==> src/hw/rtl/rhh_pkg.sv <==
// Shared types, codes and constants for the Robin Hood hash table.
`default_nettype none
package rhh_pkg;

   localparam int SLOTS_DEF = 1024;
   localparam int CNT_W = 11;
   localparam int DATA_W = 64;

   localparam logic [CNT_W-1:0] MAX_ENTRIES_RST = 11'd768;

   // splitmix64 finalizer multipliers
   localparam logic [DATA_W-1:0] MIX_C1 = 64'hbf58476d1ce4e5b9;
   localparam logic [DATA_W-1:0] MIX_C2 = 64'h94d049bb133111eb;

   typedef enum logic [1:0] {
      ACT_INSERT = 2'd0,
      ACT_LOOKUP = 2'd1,
      ACT_REMOVE = 2'd2,
      ACT_CLEAR  = 2'd3
   } rhh_action_type;

   typedef enum logic [2:0] {
      ST_INSERTED  = 3'd0,
      ST_UPDATED   = 3'd1,
      ST_FOUND     = 3'd2,
      ST_NOT_FOUND = 3'd3,
      ST_FULL      = 3'd4,
      ST_REMOVED   = 3'd5,
      ST_CLEARED   = 3'd6
   } rhh_status_type;

   typedef struct packed {
      rhh_action_type     action;
      logic [DATA_W-1:0]  key;
      logic [DATA_W-1:0]  value;
   } rhh_cmd_type;

   typedef enum logic [1:0] {
      F_IDLE,
      F_MUL,
      F_PUSH
   } rhh_front_state_type;

   typedef enum logic [2:0] {
      B_INIT,
      B_IDLE,
      B_RD,
      B_EV,
      B_CLR,
      B_OUT
   } rhh_back_state_type;

   typedef enum logic [1:0] {
      PH_LOCATE,
      PH_PLACE,
      PH_SHIFT
   } rhh_phase_type;

endpackage
`default_nettype wire

==> src/hw/rtl/rhh_front.sv <==
// Front end: takes a request, hashes its key with a shared 32x32 multiplier, queues it.
`default_nettype none
module rhh_front #(
   parameter int IW = 10
) (
   input  logic                 clock,
   input  logic                 reset,
   input  logic                 req_valid,
   output logic                 req_stall,
   input  rhh_pkg::rhh_cmd_type req_cmd,
   input  logic                 init_busy,
   input  logic                 q_full,
   output logic                 q_push,
   output rhh_pkg::rhh_cmd_type q_cmd,
   output logic [IW-1:0]        q_home
);
   import rhh_pkg::*;

   rhh_front_state_type st_ff, st_in;
   rhh_cmd_type         cmd_ff, cmd_in;
   logic [63:0]         a_ff, a_in;
   logic [63:0]         acc_ff, acc_in;
   logic [63:0]         pr_ff, pr_in;
   logic [1:0]          step_ff, step_in;
   logic                round_ff, round_in;
   logic [IW-1:0]       home_ff, home_in;

   logic [63:0] mul_c;
   logic [31:0] mul_x, mul_y;
   logic [63:0] mul_p;
   logic [63:0] prod;
   logic [63:0] hash;

   // control state
   always_ff @(posedge clock) begin
      if (reset) begin
         st_ff <= F_IDLE;
      end else begin
         st_ff <= st_in;
      end
   end

   // request and hash datapath
   always_ff @(posedge clock) begin
      cmd_ff   <= cmd_in;
      a_ff     <= a_in;
      acc_ff   <= acc_in;
      pr_ff    <= pr_in;
      step_ff  <= step_in;
      round_ff <= round_in;
      home_ff  <= home_in;
   end

   assign q_cmd  = cmd_ff;
   assign q_home = home_ff;

   // 64x64 low product from three 32x32 partials, one per cycle, product registered
   always_comb begin
      st_in    = st_ff;
      cmd_in   = cmd_ff;
      a_in     = a_ff;
      acc_in   = acc_ff;
      pr_in    = pr_ff;
      step_in  = step_ff;
      round_in = round_ff;
      home_in  = home_ff;
      q_push   = 1'b0;
      prod     = '0;
      hash     = '0;
      mul_c    = round_ff ? MIX_C2 : MIX_C1;
      req_stall = (st_ff != F_IDLE) || init_busy;

      case (step_ff)
         2'd0: begin
            mul_x = a_ff[31:0];
            mul_y = mul_c[31:0];
         end
         2'd1: begin
            mul_x = a_ff[31:0];
            mul_y = mul_c[63:32];
         end
         2'd2: begin
            mul_x = a_ff[63:32];
            mul_y = mul_c[31:0];
         end
         default: begin
            mul_x = '0;
            mul_y = '0;
         end
      endcase
      mul_p = 64'(mul_x) * 64'(mul_y);

      case (st_ff)
         F_IDLE: begin
            if (req_valid && !req_stall) begin
               cmd_in   = req_cmd;
               a_in     = req_cmd.key ^ (req_cmd.key >> 30);
               step_in  = 2'd0;
               round_in = 1'b0;
               st_in    = F_MUL;
            end
         end
         F_MUL: begin
            pr_in   = mul_p;
            step_in = step_ff + 2'd1;
            case (step_ff)
               2'd0:    acc_in = '0;
               2'd1:    acc_in = acc_ff + pr_ff;
               default: acc_in = acc_ff + {pr_ff[31:0], 32'h0};
            endcase
            if (step_ff == 2'd3) begin
               prod = acc_in;
               if (!round_ff) begin
                  a_in     = prod ^ (prod >> 27);
                  round_in = 1'b1;
               end else begin
                  hash    = prod ^ (prod >> 31);
                  home_in = hash[IW-1:0];
                  st_in   = F_PUSH;
               end
            end
         end
         F_PUSH: begin
            q_push = !q_full;
            if (!q_full) begin
               st_in = F_IDLE;
            end
         end
         default: st_in = F_IDLE;
      endcase
   end

endmodule
`default_nettype wire

==> config.mk <==
export PLATFORM = sky130hd
export DESIGN_NAME = rhh_front
export DESIGN_NICKNAME = d
export VERILOG_FILES = /design/src/hw/rtl/rhh_pkg.sv /design/src/hw/rtl/rhh_front.sv
export SDC_FILE = /design/constraint.sdc
export NUM_CORES = 2
export LEC_CHECK = 0
export ABC_CLOCK_PERIOD_IN_PS = 8600
export BUFFER_PORTS_ARGS = -buffer_cell sky130_fd_sc_hd__buf_2
export CELL_PAD_IN_SITES_DETAIL_PLACEMENT = 0
export CELL_PAD_IN_SITES_GLOBAL_PLACEMENT = 1
export CORE_ASPECT_RATIO = 1.75
export CORE_UTILIZATION = 46
export CTS_CLUSTER_SIZE = 16
export DETAILED_ROUTE_END_ITERATION = 8
export HOLD_SLACK_MARGIN = 0.02
export PLACE_DENSITY = 0.8
export RECOVER_POWER = 25
export SLEW_MARGIN = 20
export SYNTH_ARGS = -nofsm -noshare
export SYNTH_HDL_FRONTEND = slang
export SYNTH_SLANG_ARGS = --single-unit
==> constraint.sdc <==
create_clock -name clock -period 8.6 [get_ports clock]
set_input_delay 0.43 -clock clock [delete_from_list [all_inputs] [get_ports clock]]
set_output_delay 0.43 -clock clock [all_outputs]
set_load 0.03 [all_outputs]
==> flow_summary.json <==
{
  "status": "finished, violations left",
  "violations": "negative setup slack",
  "path_max_fanout": 16,
  "dpl_cell_area_sq_um": 55840,
  "synth_largest_type_area_fraction_pct": 34.10,
  "grt_use_met2_pct": 71.12,
  "synth_cells": 4724,
  "ys_ff_latch": 337,
  "crit_top_cell": "fa_1",
  "cts_buffer_depth": 3,
  "cp_slowest_stage_delay_ns": 0.61,
  "io-pin-count": 277,
  "cts-root-buf": "clkbuf_16",
  "die_w_microns": 244.5,
  "netlist.top_cell.by_area": "fa_1",
  "grt_pass1_wl_microns": 297500,
  "avgSynthCellArea_sq_um": 10.02,
  "setup.worst_path.end_class": "flip-flop",
  "grtUsageMet3_pct": 7.441,
  "die_y_microns": 426.3,
  "cts_tree": "done",
  "hpwl_microns": 184000,
  "maxCapViolCount": 0,
  "min_period_ns": 8.955,
  "slew_headroom_pct": 6.308,
  "max_clock_freq_mhz": 111.7,
  "hp-class": "primary input to flip-flop",
  "cp.arrival_ns": 9.29,
  "antenna_found_initial": 5,
  "drive_gt1_share_pct": 24.79,
  "finalCritPeriodShare_pct": 104.1,
  "dr.first_iter.drc_count": 2668,
  "final.setup.worst_slack_ns": -0.3551,
  "grt_max_degree": 80,
  "yosysSeqAreaShare_pct": 21.34,
  "dr.pass1.iters": 5,
  "wl_per_cell_microns": 30.19,
  "synthTopCellsByArea": "fa_1, edfxtp_1, ha_1",
  "final_area_sq_um": 59570,
  "wl_microns": 215100,
  "synth_edf_count": 335,
  "grt_pass1_vias": 43435,
  "critPathSlowestCell": "fa_2",
  "cts_max_level": 1,
  "core_sq_um": 102000,
  "synth_area_sq_um": 47320,
  "gp_congestion": 1.140,
  "final_nets": 7161,
  "rsz0062_at_grt": "true",
  "critPathKind": "flip-flop to flip-flop",
  "yosysWarningCount": 0,
  "fin_skew_ns": 0.02665,
  "setup-tns-final_ns": -4.016,
  "portBuffers": 276,
  "numClockSinks": 337,
  "worstPathRequired_ns": 8.94,
  "final_hold_viol_count": 0,
  "grt.busiest_layer": "met2",
  "setup_viol": 20,
  "rows": 155,
  "async_flop_share_pct": 0,
  "cts.clk_slew.worst_paths_ns": 0.08,
  "route.detailed.drc": 0,
  "synth_top_flop_cell": "edfxtp_1",
  "start_util_pct": 46.39,
  "grt_overflow_total": 0,
  "start_kind": "flip-flop",
  "area_growth_syn_to_layout_pct": 25.87,
  "gr-usage-met1_pct": 38.49,
  "dieArea_sq_um": 104200,
  "synth.distinct_cells": 80,
  "viasPerCell": 5.567,
  "nFillCells": 9206,
  "syn-num-nets": 6112,
  "drtAntennaViolNets": 0,
  "cts_inserted_buffers": 28,
  "vias": 39664,
  "drv_slew": 0,
  "insertion_delay_ns": 0.61,
  "gr-usage-all-layers_pct": 41.38,
  "worst_pin_slew_ns": 1.405
}
layout by cell type (no fill, tap or decap), types with 28 or more instances in the layout:
cell and n:
ha_1 416, edfxtp_1 335, nor2_1 216, nand4_1 34, nand3_1 34, ha_4 28, fa_2 61, inv_2 60
fa_1 745, nand2_2 48, buf_12 28, nand2_1 412, clkbuf_16 32, a21o_1 95, buf_4 764, nor2_2 28
xor2_1 87, inv_1 1000, a21oi_1 151, dlygate4sd3_1 64, xnor2_1 132, buf_2 135, o21bai_1 29, o21ai_0 154
clkbuf_1 143
cells in the mapped netlist (4+ instances only):
cell          n
inv_1      1073
fa_1        806
nand2_1     469
ha_1        447
edfxtp_1    335
nor2_1      260
o21ai_0     180
a21oi_1     179
xnor2_1     136
clkbuf_1    120
a21o_1      113
xor2_1       89
nand3_1      38
nand4_1      34
nor3_1       32
o21bai_1     30
a22oi_1      27
and3_1       24
a31oi_1      23
nor2b_1      20
nand2b_1     19
o21a_1       19
a211oi_1     18
and2_1       15
buf_1        15
o211ai_1     13
mux2_2       12
or2_2        11
or3_1        11
o21ai_1      10
and4_1        9
buf_2         9
o31ai_1       9
o22ai_1       7
a22o_1        6
nor4_1        6
o2111ai_1     6
a21boi_0      5
a221oi_1      5
a2111o_1      4
a31o_2        4
a32o_1        4
mux2i_1       4
nand4b_1      4
critical path, delay by kind of cell, from the launching register on:
kind	cells	cell delay, ns
DFF	1	0.46
AOI/OAI and AO/OA	9	1.56
and+or+nand+nor	4	1.02
xor gates and xnor gates	1	0.11
buffers and inverters	5	0.92
adders and majority gates	9	4.59
layout make-up:
cell class / instances / area (sq um) / share of cell area (%)
Multi-Input combinational cell: 3166 / 34270 / 57.54
Sequential cell: 337 / 10100 / 16.96
Timing Repair Buffer: 1164 / 8554 / 14.36
Inverter: 1076 / 4089 / 6.865
Tap cell: 1334 / 1669 / 2.802
Clock buffer: 31 / 733.2 / 1.231
Clock inverter: 14 / 140.1 / 0.2353
Antenna cell: 3 / 7.507 / 0.01260
layer usage:
layer | part of all wire (%) | wire length [microns]
met5 | 0.023 | 50
met1 | 30 | 65150
met2 | 48 | 103800
met3 | 6.4 | 13730
met4 | 15 | 32360
sequential cells by signal, summed over array words and instances, names as in the netlist:
name	cells
q_cmd	130
a_ff	64
acc_ff	64
pr_ff	64
q_home	10
st_ff	2
step_ff	2
round_ff	1
stage by stage:
stage          setup slack [ns]  std cells  hold slack (ns)  util [%]
3_3_place_gp            -0.9533       6939           0.6072     54.74
2_1_floorplan           0.02386       4724           0.4701         -
5_1_grt                 -0.5277       7122          0.02284     58.38
6_report                -0.3551       7125          0.02471     58.39
4_1_cts                 -0.3940       7076          0.02275     57.06
3_5_place_dp            -0.9268       6939           0.6084     54.74
path summary, 6_finish.rpt:
kind                     from    endpoint  slack [ns]  cells after the start
hold reg to reg    acc_ff[27]  acc_ff[27]        0.63                      2
setup reg to reg     round_ff   pr_ff[61]       -0.36                     28
setup / recovery     round_ff   pr_ff[61]       -0.36                     28
hold / removal    req_cmd[14]   q_cmd[14]        0.02                      1
kinds of logic after synthesis:
| kind of cell | count (synthesis) | share of synthesized area, % |
|---|---|---|
| xor+xnor | 225 | 4.164 |
| buf+inv | 1221 | 9.711 |
| fa+ha+maj | 1253 | 45.91 |
| flops | 337 | 21.34 |
| simple gates | 961 | 8.767 |
| compound gates | 711 | 9.732 |
| mux | 16 | 0.3701 |
timing repair:
action | 4_1_cts | 5_1_grt
hold buffers | 64 | 0
buffers inserted | 28 | 52
resized for setup | 184 | 304
hold endpoints to repair | 64 | 0
gates cloned | 1 | 3
pin swaps | 44 | 152
endpoints found under the setup margin | 39 | 37
Power is not shown: default switching activity piles up to over one toggle a cycle in this logic, so the estimate is an artifact.
