## src/hw/rtl/rhh_queue.sv

```systemverilog
// Two-entry queue between the hashing front end and the table engine.
`default_nettype none
module rhh_queue #(
   parameter int W = 8
) (
   input  logic         clock,
   input  logic         reset,
   input  logic         push,
   input  logic [W-1:0] push_data,
   output logic         full,
   input  logic         pop,
   output logic         not_empty,
   output logic [W-1:0] head
);

   localparam int DEPTH = 2;
   localparam int PW = $clog2(DEPTH);

   logic [W-1:0]  slot_ff [DEPTH];
   logic [PW-1:0] wr_ff, rd_ff;
   logic [PW:0]   cnt_ff;

   assign full      = (cnt_ff == (PW+1)'(DEPTH));
   assign not_empty = (cnt_ff != '0);
   assign head      = slot_ff[rd_ff];

   // pointers and fill level
   always_ff @(posedge clock) begin
      if (reset) begin
         wr_ff  <= '0;
         rd_ff  <= '0;
         cnt_ff <= '0;
      end else begin
         if (push) begin
            wr_ff <= wr_ff + 1'b1;
         end
         if (pop) begin
            rd_ff <= rd_ff + 1'b1;
         end
         if (push && !pop) begin
            cnt_ff <= cnt_ff + 1'b1;
         end else if (pop && !push) begin
            cnt_ff <= cnt_ff - 1'b1;
         end
      end
   end

   // entry storage
   always_ff @(posedge clock) begin
      if (push) begin
         slot_ff[wr_ff] <= push_data;
      end
   end

endmodule
`default_nettype wire

```

## config.mk

```make
export PLATFORM = sky130hd
export DESIGN_NAME = rhh_queue
export DESIGN_NICKNAME = d
export VERILOG_FILES = /design/src/hw/rtl/rhh_queue.sv
export SDC_FILE = /design/constraint.sdc
export NUM_CORES = 1
export LEC_CHECK = 0
export ABC_AREA = 1
export BUFFER_PORTS_ARGS = -buffer_cell sky130_fd_sc_hd__buf_4
export CAP_MARGIN = 0
export CORE_MARGIN = 2
export CORE_UTILIZATION = 35
export CTS_CLUSTER_SIZE = 24
export DETAILED_ROUTE_END_ITERATION = 10
export GPL_ROUTABILITY_DRIVEN = 0
export GPL_TIMING_DRIVEN = 1
export PLACE_DENSITY = 0.64
export SLEW_MARGIN = 40
export SYNTH_ARGS = -nofsm -noshare
export SYNTH_HDL_FRONTEND = slang
export SYNTH_SLANG_ARGS = --single-unit
```

## constraint.sdc

```tcl
create_clock -name clock -period 2.05 [get_ports clock]
set_input_delay 0.3075 -clock clock [delete_from_list [all_inputs] [get_ports clock]]
set_output_delay 0.3075 -clock clock [all_outputs]
set_load 0.01 [all_outputs]
```

==> results.md, run 1 <==
Status:
- The run finished with clean final reports.

Drt:
- Routed signal wires occupy layers up through met3.
- The post-route met1 wirelength is 455 µm.
- The DRC violation count after routing is 0.
- The average vias per placed instance is 4.32.
- The routed design uses 114 µm of met3 wire.
- The count of nets left with antenna violations after detail routing is 0.
- The routed design has 1120 µm of wire.
- The final route contains 475 vias.
- Wire segments on met2 add up to 555 µm in the final route.
- Dividing the detail-routed wire length by the instance count gives 10.2 µm.
- For this run, the detailed router's first-pass iteration total came to 4.
- The number of DRC violations after detailed-routing iteration 0 is 7.

Clock network:
- The number of H-tree branching levels is 1.
- The tree is rooted in a clkbuf_4.
- The clock transition at the register clock pins on the worst setup and hold paths after CTS is 100 ps.
- The CTS tree is built.
- Buffers inserted to repair hold after CTS numbered 0.
- The worst-skew pair later-pin latency is 290 ps.
- In this run, CTS created clock tree buffers numbering 3.
- In this run, post-CTS repair resized a total of 0 instances.
- The post-CTS setup repair buffer count is 0.
- The longest clock path from root to sink contains 2 buffers.
- The clock drives 21 sinks.

Cells and area:
- The layout overhead on the synthesized area is 24.9%.
- With fillers left out, the area of the finished cells amounts to 0.00105 mm².
- The number of antenna diodes in the final layout is 0.
- The layout cell share with drive strength beyond 1 is 42.7%.
- The number of standard cells in the layout, taps in and fillers out is 110.
- The final layout contains 96 nets.
- The filler cells instantiated in the layout total 220.

Setup path:
- The number of cells on the worst reg-to-reg path is 1.
- The minimum setup slack among reg-to-reg paths is 840 ps.
- The reg-to-reg startpoint is wr_ff.
- Data on the critical path is required at its endpoint by 1740 ps.
- The capturing instance or port of the critical path is head[4].
- The endpoint identified for the worst register-to-register timing path is slot_ff[0][5].
- The worst setup path is of the reg2out kind.
- Data arrives at the worst endpoint at 1430 ps.
- The highest net fanout along the worst path is 8.
- The nature of the critical path startpoint is a flip-flop.
- The worst setup path is captured at an output pin.

Global routing:
- The total overflow left after global routing is 0.
- The initial antenna violation count is 0.
- The number of global-route vias before repair is 422.
- The wire length of the first global-routing pass is 1750 µm.
- Global routing used 8.98% of the available tracks.
- The pin count of the biggest net entering global routing is 13.

Synthesis:
- In the synthesized netlist, the cells that appear most often are edfxtp_1 (16), inv_1 (8), mux2_4 (8).
- edfxtp_1 takes more of the synthesized area than any other cell.
- The mean instance size in the synthesized netlist is 14.5 µm².
- The net count of the mapped netlist is 71.
- The synthesized design devotes to its leading area cell type 57.1% of total area.
- By area the synthesized netlist is led by edfxtp_1 (57%), mux2_4 (14%), dfxtp_1 (12%).
- The number of unique standard cell types used by synthesis is 16.
- The number of enable-type register cells in the synthesized netlist is 16.
- Synthesis handed over a netlist of 58 instances.
- The number of register bits inferred by synthesis is 21.
- After synthesis the cells add up to 841 µm².
- The share of flip-flops with an asynchronous set or reset is 0%.
- Yosys printed 0 warnings.
- By instance count, the leading cell after synthesis is edfxtp_1.
- The share of the Yosys chip area taken by registers is 69.0%.
- The most used flip-flop cell after synthesis is edfxtp_1.

Timing:
- The count of pins over their slew limit is 0.
- In the final timing run, aggregate negative setup slack is 0 ps.
- The clock period could shrink to 1740 ps.
- The setup skew after layout is 2.03 ps.
- The share of the clock period used by the worst path after layout is 84.7%.
- Setup repair after global routing left no endpoint under its margin.
- The final count of negative-setup-slack endpoints is 0.
- Static timing analysis puts the maximum clock frequency at 0.576 GHz.
- The setup slack of the critical path after layout is 313 ps.
- The number of hold violations in the final report came to 0.
- The normalized max-slew margin is 56.6%.
- For the pin with the worst max-slew slack, the measured transition is 649 ps.

Power:
- The switching part of the total is 22.4%.
- The worst-case IR drop observed on VDD is 403 µV.
- The clock network fraction of total power is 22.4%.
- Registers are responsible for 61.3% of the overall power.
- For this design the ratio of total power to cell area is 783 mW/mm².
- The internal power is 0.637 mW.
- Of the total power, combinational logic draws 16.3%.
- The overall power consumption is 0.822 mW.
- Summed over all nets, the switching power comes to 0.184 mW.
- The static leakage is 0.461 nW.

Die:
- The initial utilization of the core area, before any placement, comes to 37.6%.
- The floorplan has 17 rows.
- 22 I/O pins were placed.
- The die covers 0.00281 mm².
- The die height is 53.0 µm.
- The total area inside the core boundary comes to 0.00223 mm².
- The horizontal die dimension is 53.0 µm.

Placed design:
- The count of buffers from port buffering is 21.
- Summed over all nets, the half-perimeter wirelength after detailed placement is 847 µm.
- Including well taps, the total number of placed cells is 106.
- Timing analysis after detailed placement gives a worst setup slack of 613 ps.
- The cell area after placement is 0.00102 mm².

Min path:
- The worst hold path startpoint is reset.
- The type of the most critical hold path is in2reg.

Run:
- The tool flagged a number of max-cap violations equal to 0.
==> kinds of logic after synthesis <==
kind of cell	share of synthesized area, %
DFF	69.0
and+or+nand+nor	7.59
buffers and inverters	5.36
muxes	14.3
AOI/OAI and AO/OA	1.19
xor gates and xnor gates	1.04
adders and majority gates	1.49
==> metal layers <==
layer / track usage, % / vias to the layer above
met5: 0 / -
met4: 5.13 / 0
met3: 3.67 / 0
met2: 14.2 / 16
met1: 10.2 / 216
li1: - / 243
==> layout make-up <==
class	instances	area, µm²	share of cell area (%)
tap	28	35.0	3.34
clock inverter	1	5.00	0.477
clock buffer	3	22.5	2.15
multi-input combinational	27	215	20.5
timing repair buffer	21	158	15.0
sequential	21	581	55.3
inverter	9	33.8	3.22
==> metrics by stage <==
step,hold slack [ps],util (%)
2_1_floorplan,380,-
3_3_place_gp,494,45.8
3_5_place_dp,495,45.8
4_1_cts,183,47.0
5_1_grt,169,47.0
6_report,193,47.0
==> registers in the layout, summed over array words and instances, names as in the netlist, named ones only <==
signal and count:
rd_ff 1, wr_ff 1, slot_ff 16, cnt_ff 2
==> layout by cell type, fill, tap and decap left out, drive strengths merged <==
master,count
inv,9
clkbuf,3
nand2,6
mux2,8
xnor2,1
clkinv,1
dfxtp,5
nor2,6
nand4,1
ha,1
a21oi,1
buf,21
edfxtp,16
nor3,1
o21ai,1
nand3,1
==> how the worst min path moves through the flow <==
stage                                to  depth (start not counted)
after CTS                 slot_ff[0][3]                          1
after floorplan               flip-flop                          1
final                             rd_ff                          2
after global placement    slot_ff[0][2]                          1
after detailed placement  slot_ff[0][3]                          1
after global routing              rd_ff                          2
==> power by group through the flow <==
stage / Sequential [mW] / Clock [mW] / Combinational (mW)
after global placement: 0.513 / 0 / 0.133
final: 0.504 / 0.184 / 0.134
after global routing: 0.508 / 0.211 / 0.147
after detailed placement: 0.514 / 0 / 0.136
after floorplan: 0.504 / 0 / 0.0865
after CTS: 0.505 / 0.192 / 0.136
==> worst max-delay path, stage by stage, from the launching register on <==
cell and delay (ps):
dfxtp_1 660, mux2_4 340, buf_4 140
(Power assumes the default switching activity.)
==> run 2: changes to the inputs <==
clock period = 1.8 ns   (was 2.05 ns; I/O delays follow)
==> run 2 against run 1 <==
Compared with the run above: combinational power grew 16%; flip-flop and latch count is the same; critical path depth is the same; clock power grew 14%; final cell count grew 0.91%; count of clock-buffer cells in the layout is the same; setup slack lost 220 ps; routed wire length shrank 0.18%; hold slack lost 42 ps; power grew 14%; critical path type unchanged; critical endpoint is now head[6].
==> results.md, run 2 (same netlist as run 1, synthesis figures left out) <==
Clock network:
- The CTS buffer count is 3 (unchanged).
- The maximum buffer depth of the clock tree is 2 (unchanged).
- The number of buffers inserted for hold repair after clock tree synthesis is 0 (unchanged).
- The post-cts resize count was 0 (unchanged).
- The post-CTS setup repair buffer count is 0 (unchanged).
- The clock transition at the register clock pins on the worst setup and hold paths after CTS came to 110 ps (about the same).
- TritonCTS built the clock tree.
- Clock tree synthesis selected as its root buffer the cell clkbuf_4.
- The number of H-tree branching levels is 1 (unchanged).
- The total number of clock tree sinks is 21 (unchanged).
- The worst-skew pair later-pin latency came to 290 ps (about the same).

Timing:
- The setup skew after layout is 5.93 ps (+3.89 ps).
- The final count of negative-setup-slack endpoints is 0 (unchanged).
- The sum of negative setup slack is 0 ps (unchanged).
- The share of the clock period used by the worst path after layout is 94.8%.
- The setup slack of the critical path after layout came to 92.8 ps (-220 ps).
- The number of hold violations in the final report came to 0 (unchanged).
- Timing would allow up to 0.586 GHz.
- The normalized max-slew margin was 65.7% (+9.1 points).
- The clock period minus worst slack is 1710 ps.
- The count of pins over their slew limit came to 0 (unchanged).
- Setup repair after global routing left no endpoint under its margin.
- The transition at the pin with the smallest max-transition slack is 514 ps (-135 ps).

Placed design:
- The cell area after placement is 0.00103 mm² (+0.73%).
- The count of buffers from port buffering was 21 (unchanged).
- The half-perimeter wire length after detailed placement came to 833 µm (-1.7%).
- The worst slack after detailed placement is 403 ps (-210 ps).

Setup path:
- The end of the worst register-to-register path is slot_ff[1][5].
- The highest net fanout along the worst path is 8 (unchanged).
- The minimum setup slack among reg-to-reg paths is 780 ps (-60 ps).
- The reg-to-reg startpoint is wr_ff.
- The nature of the critical path startpoint is a flip-flop.
- The required time of the worst setup path is 1530 ps (-210 ps).
- The critical path class is reg2out.
- The data arrival time of the critical path is 1440 ps (about the same).
- The path depth of the worst reg2reg path was 2 (+1).
- The worst setup path is captured at an output pin.

Drt:
- The mean routed wirelength per cell came to 10.1 µm (-1.1%).
- The first-pass iteration count of the detailed router is 2 (-2).
- The count of vias placed by the detailed router came to 478 (+0.63%).
- The number of DRC violations after detailed-routing iteration 0 is 6 (-1).
- The DRC violation count after routing is 0 (unchanged).
- The final wirelength was 1120 µm (-0.18%).
- The count of nets left with antenna violations after detail routing is 0 (unchanged).
- The average vias per placed instance is 4.31 (-0.28%).

Die:
- The overall die area is 0.00281 mm² (unchanged).
- The die height is 53.0 µm (unchanged).
- The starting density of the core is 37.6% (unchanged).
- The number of placed I/O pins is 22 (unchanged).
- The horizontal die dimension is 53.0 µm (unchanged).
- The site row count came to 17 (unchanged).
- The area of the placeable core was 0.00223 mm² (unchanged).

Power:
- The combinational power share is 16.5% (+0.2 points).
- The power density over the cells is 888 mW/mm² (+13%).
- The internal power is 0.728 mW (+14%).
- The share of total power in sequential cells was 61.1% (-0.2 points).
- The static leakage came to 0.466 nW (+1.1%).
- The overall power consumption is 0.939 mW (+14%).
- The switching component of the power came to 0.211 mW (+14%).
- The switching part of the total was 22.4% (about the same).
- The largest vdd supply drop came to 451 µV (+12%).
- The clock network fraction of total power is 22.4% (about the same).

Global routing:
- The all-layer global routing usage came to 9.10% (+0.12 points).
- The initial antenna violation count came to 0 (unchanged).
- The number of global-route vias before repair is 447 (+5.9%).
- The global-route congestion overflow total is 0 (unchanged).
- The wire length of the first global-routing pass came to 1790 µm (+2.4%).
- The pin count of the biggest net entering global routing was 13 (unchanged).

Cells and area:
- The largest registers in the layout are slot_ff x16, cnt_ff x2.
- The register cell area after layout is 581 µm² (unchanged).
- The number of nets at the end of the flow came to 97 (+1.0%).
- In the layout the commonest cells are buf_4 (22), edfxtp_1 (16), mux2_4 (8), inv_1 (8), nor2_1 (6).
- From synthesis to final layout, the design area changed by 25.7%.
- The layout cell share with drive strength beyond 1 is 43.4% (+0.69 points).
- The flip-flop count of the largest register, all copies and words added was 16 (unchanged).
- The number of filler cells placed in the layout came to 211 (-4.1%).
- The final design instance area without fill is 0.00106 mm² (+0.71%).
- The leading cell type in the layout, fill and taps excluded is buf_4.
- The area used by multi-input combinational logic came to 215 µm² (unchanged).
- The final core utilization is 47.3% (+0.34 points).
- The largest register by flop count is slot_ff.
- The number of diodes added for antenna fixing is 0 (unchanged).

Status:
- The run finished with clean final reports.

Run:
- The max-cap violation count is 0 (unchanged).

Min path:
- The destination of the worst hold path is rd_ff.
- The tightest min-delay check is of the in2reg type.
- The worst hold path startpoint is reset.
- The worst hold path cell count was 2 (unchanged).
-- run 2: worst max-delay path: stages (launching register included) --
cell     delay (ps)
dfxtp_1         660
mux2_4          350
buf_4           140
-- run 2: cell type report --
class,instances,share of cell area [%]
timing repair buffer,22,15.6
clock inverter,1,0.473
multi-input combinational,27,20.4
tap,28,3.31
inverter,9,3.20
clock buffer,3,2.13
sequential,21,54.9
-- run 2: per-stage QoR --
stage               hold slack, ps  instances
CTS                            141        111
detailed placement             458        107
floorplan                      342         58
finish                         151        111
global placement               456        107
global route                   131        111
-- run 2: how the worst max path moves through the flow --
stage                    from             to  slack, ps
floorplan               wr_ff  slot_ff[0][0]        740
global placement    flip-flop        head[6]        410
detailed placement  flip-flop        head[6]        400
CTS                 flip-flop        head[6]         60
global route        flip-flop        head[6]          7
finish              flip-flop        head[6]         90
-- run 2: power by group through the flow --
stage               combinational (mW)  clock (mW)  sequential [mW]
floorplan                       0.0986           0            0.574
global placement                 0.154           0            0.584
detailed placement               0.157           0            0.586
CTS                              0.157       0.219            0.574
global route                     0.172       0.243            0.578
finish                           0.155       0.210            0.574
-- run 2: per-layer routing --
metal	up-vias	wire length, µm	GRT usage [%]
met5	-	0	0
met4	0	0	3.85
met3	0	96	3.11
met2	16	526	15.0
met1	217	498	10.7
li1	245	-	-
